--- src/rtl/core/hrlp_pkg.sv ---
package hrlp_pkg;

  localparam int unsigned ARG_W       = 7;
  localparam int unsigned QUEUE_DEPTH = 4;
  localparam int unsigned QPTR_W      = $clog2(QUEUE_DEPTH);
  localparam int unsigned QCNT_W      = $clog2(QUEUE_DEPTH + 1);

  localparam logic [7:0] CH_NUL   = 8'h00;
  localparam logic [7:0] CH_SPACE = 8'h20;
  localparam logic [7:0] CH_PCT   = 8'h25;
  localparam logic [7:0] CH_AMP   = 8'h26;
  localparam logic [7:0] CH_EQ    = 8'h3d;
  localparam logic [7:0] CH_QMARK = 8'h3f;

  typedef enum logic [2:0] {
    K_URI      = 3'd0,
    K_NAME     = 3'd1,
    K_VALBEGIN = 3'd2,
    K_VAL      = 3'd3,
    K_NEXT     = 3'd4,
    K_DONE     = 3'd5,
    K_BROKEN   = 3'd6,
    K_TOOMANY  = 3'd7
  } kind_t;

  typedef enum logic [4:0] {
    PH_METHOD  = 5'b00001,
    PH_COLLECT = 5'b00010,
    PH_HEX1    = 5'b00100,
    PH_HEX2    = 5'b01000,
    PH_OVER    = 5'b10000
  } phase_t;

  typedef struct packed {
    kind_t            kind;
    logic [7:0]       data;
    logic [ARG_W-1:0] arg_index;
    logic             truncated;
  } result_t;

  typedef struct packed {
    logic              full;
    logic              empty;
    logic [QCNT_W-1:0] count;
  } q_status_t;

  // {valid, nibble}; valid low for anything that is not a hex digit
  function automatic logic [4:0] hex_decode(logic [7:0] c);
    logic [4:0] r;
    r = 5'b0_0000;
    if (c inside {[8'h30:8'h39]}) begin
      r = {1'b1, 4'(c - 8'h30)};
    end else if (c inside {[8'h41:8'h46]}) begin
      r = {1'b1, 4'(c - 8'h37)};
    end else if (c inside {[8'h61:8'h66]}) begin
      r = {1'b1, 4'(c - 8'h57)};
    end
    return r;
  endfunction

endpackage

--- src/rtl/core/hrlp_if.sv ---
interface hrlp_req_if import hrlp_pkg::*; ();
  logic       valid;
  logic       ready;
  logic       start_req;
  logic [7:0] byte_req;

  modport source (output valid, output start_req, output byte_req, input ready);
  modport sink (input valid, input start_req, input byte_req, output ready);
endinterface

interface hrlp_res_if import hrlp_pkg::*; ();
  logic             valid;
  logic             ready;
  logic [2:0]       kind;
  logic [7:0]       data;
  logic [ARG_W-1:0] arg_index;
  logic             truncated;

  modport source (output valid, output kind, output data, output arg_index,
                  output truncated, input ready);
  modport sink (input valid, input kind, input data, input arg_index,
                input truncated, output ready);
endinterface

--- src/rtl/core/hrlp_front.sv ---
module hrlp_front import hrlp_pkg::*; #(
  parameter int unsigned URI_BYTES   = 256,
  parameter int unsigned QUERY_BYTES = 256,
  parameter int unsigned MAX_ARGS    = 16
) (
  input  logic      clk,
  input  logic      rst,
  hrlp_req_if.sink  req,
  input  q_status_t q_status,
  output logic      push,
  output result_t   push_data
);

  localparam int unsigned UW = $clog2(URI_BYTES);
  localparam int unsigned QW = $clog2(QUERY_BYTES);

  phase_t           phase, phase_next, phase_e;
  logic             in_query, in_query_next, in_query_e;
  logic             in_value, in_value_next, in_value_e;
  logic [3:0]       hex_high, hex_high_next, hex_high_e;
  logic [UW-1:0]    uri_used, uri_used_next, uri_used_e;
  logic [QW-1:0]    query_used, query_used_next, query_used_e;
  logic [ARG_W-1:0] arg_total, arg_total_next, arg_total_e;
  logic             arg_first_pending, arg_first_pending_next, arg_first_pending_e;
  logic             name_nonempty, name_nonempty_next, name_nonempty_e;

  logic             accept;
  logic             has_result;
  result_t          res;
  logic [7:0]       c;
  logic [4:0]       hx;
  logic             take_en;
  logic             take_lit;
  logic [7:0]       take_c;
  logic [ARG_W-1:0] total;

  assign req.ready = !q_status.full;
  assign accept    = req.valid && req.ready;
  assign c         = req.byte_req;
  assign hx        = hex_decode(c);

  // start of a line restarts from reset state before the byte is taken
  always_comb begin
    if (req.start_req) begin
      phase_e             = PH_METHOD;
      in_query_e          = 1'b0;
      in_value_e          = 1'b0;
      hex_high_e          = 4'h0;
      uri_used_e          = '0;
      query_used_e        = '0;
      arg_total_e         = '0;
      arg_first_pending_e = 1'b1;
      name_nonempty_e     = 1'b0;
    end else begin
      phase_e             = phase;
      in_query_e          = in_query;
      in_value_e          = in_value;
      hex_high_e          = hex_high;
      uri_used_e          = uri_used;
      query_used_e        = query_used;
      arg_total_e         = arg_total;
      arg_first_pending_e = arg_first_pending;
      name_nonempty_e     = name_nonempty;
    end
  end

  always_comb begin
    phase_next             = phase_e;
    in_query_next          = in_query_e;
    in_value_next          = in_value_e;
    hex_high_next          = hex_high_e;
    uri_used_next          = uri_used_e;
    query_used_next        = query_used_e;
    arg_total_next         = arg_total_e;
    arg_first_pending_next = arg_first_pending_e;
    name_nonempty_next     = name_nonempty_e;
    has_result             = 1'b0;
    res.kind               = K_DONE;
    res.data               = 8'h00;
    res.arg_index          = arg_total_e;
    res.truncated          = 1'b0;
    take_en                = 1'b0;
    take_lit               = 1'b0;
    take_c                 = c;
    total                  = arg_total_e + ARG_W'(name_nonempty_e);

    case (phase_e)
      PH_METHOD: begin
        if (c == CH_SPACE) begin
          phase_next = PH_COLLECT;
        end else if (c == CH_NUL) begin
          phase_next = PH_OVER;
          has_result = 1'b1;
        end
      end
      PH_COLLECT: begin
        if (uri_used_e >= UW'(URI_BYTES - 1) || query_used_e >= QW'(QUERY_BYTES - 1)) begin
          phase_next    = PH_OVER;
          has_result    = 1'b1;
          res.truncated = 1'b1;
        end else if (c == CH_SPACE || c == CH_NUL) begin
          arg_total_next = total;
          phase_next     = PH_OVER;
          has_result     = 1'b1;
          res.arg_index  = total;
          res.kind       = (total >= ARG_W'(MAX_ARGS)) ? K_TOOMANY : K_DONE;
        end else if (c == CH_QMARK && !in_query_e) begin
          in_query_next = 1'b1;
        end else if (c == CH_PCT) begin
          phase_next = PH_HEX1;
        end else begin
          take_en  = 1'b1;
          take_lit = 1'b1;
        end
      end
      PH_HEX1: begin
        if (!hx[4]) begin
          phase_next = PH_OVER;
          has_result = 1'b1;
          res.kind   = K_BROKEN;
        end else begin
          hex_high_next = hx[3:0];
          phase_next    = PH_HEX2;
        end
      end
      PH_HEX2: begin
        if (!hx[4]) begin
          phase_next = PH_OVER;
          has_result = 1'b1;
          res.kind   = K_BROKEN;
        end else begin
          phase_next = PH_COLLECT;
          take_en    = 1'b1;
          take_c     = {hex_high_e, hx[3:0]};
        end
      end
      default: begin
      end
    endcase

    // path or query data byte
    if (take_en) begin
      has_result = 1'b1;
      if (!in_query_e) begin
        uri_used_next = uri_used_e + UW'(1);
        res.kind      = K_URI;
        res.data      = take_c;
      end else begin
        query_used_next = query_used_e + QW'(1);
        if (take_lit && take_c == CH_AMP) begin
          arg_total_next         = arg_total_e + ARG_W'(1);
          in_value_next          = 1'b0;
          arg_first_pending_next = 1'b1;
          name_nonempty_next     = 1'b0;
          res.arg_index          = arg_total_e + ARG_W'(1);
          if (arg_total_e + ARG_W'(1) >= ARG_W'(MAX_ARGS)) begin
            phase_next = PH_OVER;
            res.kind   = K_TOOMANY;
          end else begin
            res.kind = K_NEXT;
          end
        end else if (take_lit && take_c == CH_EQ) begin
          if (arg_first_pending_e) begin
            arg_first_pending_next = 1'b0;
            name_nonempty_next     = 1'b0;
          end
          in_value_next = 1'b1;
          res.kind      = K_VALBEGIN;
          res.data      = CH_EQ;
        end else if (in_value_e) begin
          res.kind = K_VAL;
          res.data = take_c;
        end else begin
          if (arg_first_pending_e) begin
            arg_first_pending_next = 1'b0;
            name_nonempty_next     = (take_c != CH_NUL);
          end
          res.kind = K_NAME;
          res.data = take_c;
        end
      end
    end
  end

  assign push      = accept && has_result;
  assign push_data = res;

  always_ff @(posedge clk) begin
    if (rst) begin
      phase             <= PH_METHOD;
      in_query          <= 1'b0;
      in_value          <= 1'b0;
      hex_high          <= 4'h0;
      uri_used          <= '0;
      query_used        <= '0;
      arg_total         <= '0;
      arg_first_pending <= 1'b1;
      name_nonempty     <= 1'b0;
    end else if (accept) begin
      phase             <= phase_next;
      in_query          <= in_query_next;
      in_value          <= in_value_next;
      hex_high          <= hex_high_next;
      uri_used          <= uri_used_next;
      query_used        <= query_used_next;
      arg_total         <= arg_total_next;
      arg_first_pending <= arg_first_pending_next;
      name_nonempty     <= name_nonempty_next;
    end
  end

endmodule

--- src/rtl/core/hrlp_queue.sv ---
module hrlp_queue import hrlp_pkg::*; (
  input  logic      clk,
  input  logic      rst,
  input  logic      push,
  input  result_t   push_data,
  input  logic      pop,
  output result_t   pop_data,
  output q_status_t q_status
);

  result_t           entries [QUEUE_DEPTH];
  logic [QPTR_W-1:0] wr_ptr;
  logic [QPTR_W-1:0] rd_ptr;
  logic [QCNT_W-1:0] count;

  assign q_status.full  = (count == QCNT_W'(QUEUE_DEPTH));
  assign q_status.empty = (count == '0);
  assign q_status.count = count;
  assign pop_data       = entries[rd_ptr];

  always_ff @(posedge clk) begin
    if (push) begin
      entries[wr_ptr] <= push_data;
    end
  end

  always_ff @(posedge clk) begin
    if (rst) begin
      wr_ptr <= '0;
      rd_ptr <= '0;
      count  <= '0;
    end else begin
      if (push) begin
        wr_ptr <= wr_ptr + QPTR_W'(1);
      end
      if (pop) begin
        rd_ptr <= rd_ptr + QPTR_W'(1);
      end
      case ({push, pop})
        2'b10:   count <= count + QCNT_W'(1);
        2'b01:   count <= count - QCNT_W'(1);
        default: count <= count;
      endcase
    end
  end

endmodule

--- src/rtl/core/hrlp_back.sv ---
module hrlp_back import hrlp_pkg::*; (
  input  logic       clk,
  input  logic       rst,
  input  q_status_t  q_status,
  input  result_t    pop_data,
  output logic       pop,
  hrlp_res_if.source res
);

  logic    out_valid;
  result_t out_reg;

  // refill the output register whenever it is empty or being drained
  assign pop = !q_status.empty && (!out_valid || res.ready);

  always_ff @(posedge clk) begin
    if (rst) begin
      out_valid <= 1'b0;
    end else if (pop) begin
      out_valid <= 1'b1;
    end else if (res.ready) begin
      out_valid <= 1'b0;
    end
  end

  always_ff @(posedge clk) begin
    if (pop) begin
      out_reg <= pop_data;
    end
  end

  assign res.valid     = out_valid;
  assign res.kind      = out_reg.kind;
  assign res.data      = out_reg.data;
  assign res.arg_index = out_reg.arg_index;
  assign res.truncated = out_reg.truncated;

endmodule

--- src/rtl/core/http_request_line_parser.sv ---
// Channel | Dir | Handshake   | Payload
// --------+-----+-------------+------------------------------------------
// req     | in  | valid/ready | start_req, byte_req
// res     | out | valid/ready | kind, data, arg_index, truncated
//
// Takes one byte per clock while the queue is not full; the parse state machine in the front end updates
// in the same cycle the byte transaction is accepted.
// A result is written into the four-entry queue at the edge that accepts its byte,
// then moves on to the output register once that register is empty or being drained.
// Synchronous reset clears the parse state, queue pointers and output valid;
// no clearing pass is needed, the block is ready the cycle after reset.
// Output stalls fill the queue; req.ready drops only while the queue is full.
module http_request_line_parser import hrlp_pkg::*; #(
  parameter int unsigned URI_BYTES   = 256,
  parameter int unsigned QUERY_BYTES = 256,
  parameter int unsigned MAX_ARGS    = 16
) (
  input  logic       clk,
  input  logic       rst,
  hrlp_req_if.sink   req,
  hrlp_res_if.source res
);

  logic      push;
  logic      pop;
  result_t   push_data;
  result_t   pop_data;
  q_status_t q_status;

  // Front end: classify each byte, advance the parse state, emit a result
  hrlp_front #(
    .URI_BYTES   (URI_BYTES),
    .QUERY_BYTES (QUERY_BYTES),
    .MAX_ARGS    (MAX_ARGS)
  ) u_front (
    .clk       (clk),
    .rst       (rst),
    .req       (req),
    .q_status  (q_status),
    .push      (push),
    .push_data (push_data)
  );

  // Short queue decoupling the parser from the output side
  hrlp_queue u_queue (
    .clk       (clk),
    .rst       (rst),
    .push      (push),
    .push_data (push_data),
    .pop       (pop),
    .pop_data  (pop_data),
    .q_status  (q_status)
  );

  // Back end: hold each result in the output register until taken
  hrlp_back u_back (
    .clk      (clk),
    .rst      (rst),
    .q_status (q_status),
    .pop_data (pop_data),
    .pop      (pop),
    .res      (res)
  );

`ifndef ASSERT_OFF
  // Queue occupancy never exceeds its depth
  a_queue_bound: assert property (@(posedge clk) disable iff (rst)
    q_status.count <= QCNT_W'(QUEUE_DEPTH))
    else $error("queue count over depth");

  // A line that starts with a zero byte always ends with a result
  a_empty_line_done: assert property (@(posedge clk) disable iff (rst)
    (req.valid && req.ready && req.start_req && req.byte_req == CH_NUL) |-> push)
    else $error("empty line gave no result");

  // A non-empty queue with a free output register is drained next edge
  a_drain: assert property (@(posedge clk) disable iff (rst)
    (!q_status.empty && !res.valid) |=> res.valid)
    else $error("queued result not moved to output");
`endif

endmodule

--- src/flat_wrapper.sv ---
// flat-port wrapper written by rule: the top's interface ports become plain ports
module http_request_line_parser_flat import hrlp_pkg::*;
#(
  parameter int unsigned URI_BYTES   = 256,
  parameter int unsigned QUERY_BYTES = 256,
  parameter int unsigned MAX_ARGS    = 16
)
  (clk, rst, req_valid, req_start_req, req_byte_req, req_ready, res_valid, res_kind, res_data, res_arg_index, res_truncated, res_ready);
  hrlp_req_if req_i ();
  hrlp_res_if res_i ();
  input  logic clk;
  input  logic rst;
  input wire logic [$bits(req_i.valid)-1:0] req_valid;
  input wire logic [$bits(req_i.start_req)-1:0] req_start_req;
  input wire logic [$bits(req_i.byte_req)-1:0] req_byte_req;
  output wire logic [$bits(req_i.ready)-1:0] req_ready;
  output wire logic [$bits(res_i.valid)-1:0] res_valid;
  output wire logic [$bits(res_i.kind)-1:0] res_kind;
  output wire logic [$bits(res_i.data)-1:0] res_data;
  output wire logic [$bits(res_i.arg_index)-1:0] res_arg_index;
  output wire logic [$bits(res_i.truncated)-1:0] res_truncated;
  input wire logic [$bits(res_i.ready)-1:0] res_ready;
  assign req_i.valid = req_valid;
  assign req_i.start_req = req_start_req;
  assign req_i.byte_req = req_byte_req;
  assign req_ready = req_i.ready;
  assign res_valid = res_i.valid;
  assign res_kind = res_i.kind;
  assign res_data = res_i.data;
  assign res_arg_index = res_i.arg_index;
  assign res_truncated = res_i.truncated;
  assign res_i.ready = res_ready;
  http_request_line_parser #(.URI_BYTES(URI_BYTES), .QUERY_BYTES(QUERY_BYTES), .MAX_ARGS(MAX_ARGS)) u_core (.clk(clk), .rst(rst), .req(req_i), .res(res_i));
endmodule
--- config.mk ---
export PLATFORM = sky130hd
export DESIGN_NAME = http_request_line_parser_flat
export DESIGN_NICKNAME = d
export VERILOG_FILES = /design/src/rtl/core/hrlp_pkg.sv /design/src/rtl/core/hrlp_if.sv /design/src/rtl/core/hrlp_front.sv /design/src/rtl/core/hrlp_queue.sv /design/src/rtl/core/hrlp_back.sv /design/src/rtl/core/http_request_line_parser.sv /design/src/flat_wrapper.sv
export SDC_FILE = /design/constraint.sdc
export NUM_CORES = 1
export LEC_CHECK = 0
export ABC_CLOCK_PERIOD_IN_PS = 12800
export BUFFER_PORTS_ARGS = -buffer_cell sky130_fd_sc_hd__buf_2
export CORE_UTILIZATION = 54
export CTS_CLUSTER_SIZE = 25
export DETAILED_ROUTE_END_ITERATION = 16
export HOLD_SLACK_MARGIN = 0.06
export PLACE_DENSITY = 0.69
export SYNTH_ARGS = -nofsm -noshare
export SYNTH_HDL_FRONTEND = slang
export SYNTH_HIERARCHICAL = 1
export SYNTH_SLANG_ARGS = --single-unit
--- constraint.sdc ---
create_clock -name clk -period 12.8 [get_ports clk]
set_input_delay 2.56 -clock clk [delete_from_list [all_inputs] [get_ports clk]]
set_output_delay 2.56 -clock clk [all_outputs]
set_load 0.1 [all_outputs]
==> impl_metrics.csv <==
group,metric,value,unit
run_status,status,"finished clean",
timing,fin_tns_setup,0,ps
timing,tightest_slew,1020,ps
layout,final_nets,626,
timing,fmax,168.9,MHz
route,routed_wl,13.96,mm
global_routing,antenna_found_initial,0,
worst_setup_path,cp_max_fo,13,
worst_setup_path,crit_type,"input port to register",
place,globalplace.congestion,0.8468,
timing,timing.final.crit_share,0.4625,
die,start_util,0.5589,
yosys,synth_fp_nets,597,
worst_setup_path,worstSetupStartpointType,"input port",
clock_network,holdBufCountCts,0,
layout,finalInstanceArea,7604,um2
clock_network,htreeDepth,4,
timing,final-setup-viol-count,0,
die,fp.dieW,114.0,um
die,die_y,114.0,um
worst_setup_path,worstReg2RegEnd,"u_core/u_queue/entries[0][9]",
layout,num_antenna_cells,0,
clock_network,post-cts-setup-buffer-count,0,
run,maxCapViolCount,0,
yosys,syn-cell-area,6769,um2
layout,seq_area,3774,um2
route,first_pass_iters,5,
global_routing,grt_util_all_layers,0.2341,
power_and_ir_drop,power,1.487,mW
place,numPlacedInstances,746,
die,rows,40,
timing,rsz0062_at_grt,"false",
global_routing,grt_overflow,0,
die,die_area,12990,um2
layout,final_common_cell,"edfxtp_1",
worst_setup_path,end_kind,"register",
layout,finalNonFillerCells,778,
route,ant_nets,0,
yosys,yosysUniqueCellTypes,69,
worst_hold_path,hold_start,"u_core/u_front/uri_used[1]",
route,routed_via_density,5.887,
clock_network,numCtsBuffers,17,
global_routing,grt_max_degree,43,
power_and_ir_drop,power_density,195.6,nW/um2
clock_network,cts_num_sinks,141,
yosys,yosys_warnings,6,
yosys,ys_seq_area_frac,0.5575,
clock_network,ctsResizeCount,0,
route,drc,0,
yosys,async_reset_ff_frac,0,
layout,fillers,970,
worst_hold_path,min_to,"u_core/u_front/uri_used[1]",
power_and_ir_drop,leakagePower,2.690,nW
yosys,synth_edf_count,95,
worst_hold_path,hold_path.class,"register to register",
layout,mostFrequentLayoutCells,"edfxtp_1, nor2_1, nand2_1",
layout,drive_gt1_frac,0.1541,
clock_network,path_clk_slew,60,ps
worst_setup_path,arrival,6260,ps
layout,areaGrowthSynthToFinish,12.33,%
yosys,ys.flop_type,"edfxtp_1",
power_and_ir_drop,peakVddDrop,0.07821,mV
route,drt-wirelength-per-cell,17.94,um
yosys,syn_area_per_cell,11.92,um2
layout,multiInputGateArea,2794,um2
die,io_pins,34,
worst_setup_path,reg2reg_depth,6,
clock_network,clock_latency,430,ps
timing,slew_headroom,0.3201,
global_routing,grt_pass1_vias,4486,
clock_network,cts_root_buf,"clkbuf_16",
clock_network,cts_tree,"yes",
worst_hold_path,hold_depth,2,
worst_setup_path,startpoint,"req_byte_req[0]",
timing,hold_viol,0,
yosys,ys_seq_elements,141,
route,drt_iter0_drc,352,
worst_setup_path,r2r_start,"u_core/u_front/in_query",
route,vias,4580,
clock_network,cts_buffer_depth,2,
die,core,12110,um2
global_routing,grt_pass1_wl,22.80,mm
yosys,netlist_instances,568,
worst_setup_path,rrSetupSlack,9200,ps
place,dp_hpwl,9.215,mm
place,port-buffer-count,33,
timing,drv_slew,0,
worst_setup_path,crit_required,13140,ps
place,post_dp_cell_area,7033,um2
timing,layout_min_cycle_time,5920,ps
timing,skew,13.30,ps
power by group:
part / leakage (nW) / internal [mW] / switching [mW]
Sequential: 1.27 / 0.544 / 0.0195
Combinational: 1.15 / 0.0853 / 0.362
Clock: 0.272 / 0.287 / 0.189
logic make-up after synthesis:
| family | Yosys count | synth area share |
|---|---|---|
| multiplexers | 31 | 0.08780 |
| AO/OA/AOI/OAI | 100 | 0.09797 |
| adder cells (fa/ha/maj) | 16 | 0.03068 |
| buffers and inverters | 44 | 0.02976 |
| AND/OR/NAND/NOR | 210 | 0.1627 |
| XOR/XNOR | 26 | 0.03364 |
| flip-flops | 141 | 0.5575 |
worst max path at each step:
stage	to	slack, ps	depth (start not counted)
floorplan	u_core/u_queue/count[2]	7040	17
global placement	u_core/u_queue/count[2]	6620	15
detailed placement	u_core/u_queue/count[2]	6490	15
CTS	u_core/u_queue/count[2]	6900	15
global route	u_core/u_queue/count[2]	6520	15
finish	u_core/u_queue/count[2]	6880	15
metrics by stage:
step | utilization | setup slack [ps] | hold slack [ps]
2_1_floorplan | - | 7038 | 440.3
3_3_place_gp | 0.5807 | 6621 | 463.9
3_5_place_dp | 0.5807 | 6490 | 478.2
4_1_cts | 0.6278 | 6902 | 489.1
5_1_grt | 0.6278 | 6521 | 515.8
6_report | 0.6278 | 6880 | 487.3
flip-flops by register name, summed over array words and instances (netlist names), named ones only:
register	flops
u_core/u_back/res.kind	3
u_core/u_queue/rd_ptr	2
u_core/u_queue/wr_ptr	2
u_core/u_back/res.truncated	1
u_core/u_front/arg_first_pending	1
u_core/u_queue/count	3
u_core/u_front/in_value	1
u_core/u_front/phase	5
u_core/u_front/hex_high	4
u_core/u_front/arg_total	7
u_core/u_back/res.data	8
u_core/u_front/uri_used	8
u_core/u_front/in_query	1
u_core/u_back/res.valid	1
u_core/u_front/name_nonempty	1
u_core/u_back/res.arg_index	7
u_core/u_queue/entries	76
u_core/u_front/query_used	8
critical path: stages:
cell,delay [ps]
buf_2,210
inv_1,90
ha_1,220
o21bai_1,180
a21oi_1,150
o21ai_1,730
o31a_1,470
a21oi_1,280
inv_1,120
ha_1,190
inv_1,60
fa_1,370
xor2_1,160
or3_1,310
a21oi_1,160
routing by layer:
layer | wire, um | global-route usage | vias to the layer above
li1 | - | - | 2173
met1 | 6167 | 0.2981 | 2244
met2 | 6883 | 0.3899 | 143
met3 | 661 | 0.05632 | 20
met4 | 244 | 0.08571 | 0
met5 | 0 | 0 | -
synthesized netlist by cell type (all sizes together), types with 8 or more instances:
master | instances | share of area
nand3 | 23 | 0.017
xnor2 | 19 | 0.025
inv | 18 | 0.010
and3 | 12 | 0.011
o21ai | 23 | 0.017
buf | 12 | 0.012
ha | 15 | 0.028
mux4 | 19 | 0.068
clkbuf | 14 | 0.0078
edfxtp | 95 | 0.42
a31oi | 10 | 0.0092
nor3 | 13 | 0.012
nor2 | 60 | 0.034
dfxtp | 46 | 0.14
nand2 | 47 | 0.026
nor2b | 17 | 0.017
a21oi | 26 | 0.020
and2 | 8 | 0.0074
area by class of cell:
type	count	area share
flip-flops and latches	141	0.4963
multi-input cells	383	0.3675
clock buffers	19	0.05694
well taps	168	0.02765
repair buffers	36	0.02468
clock inverters	13	0.01810
inverters	18	0.008886
Note: power is estimated with default switching activity, not from simulation.
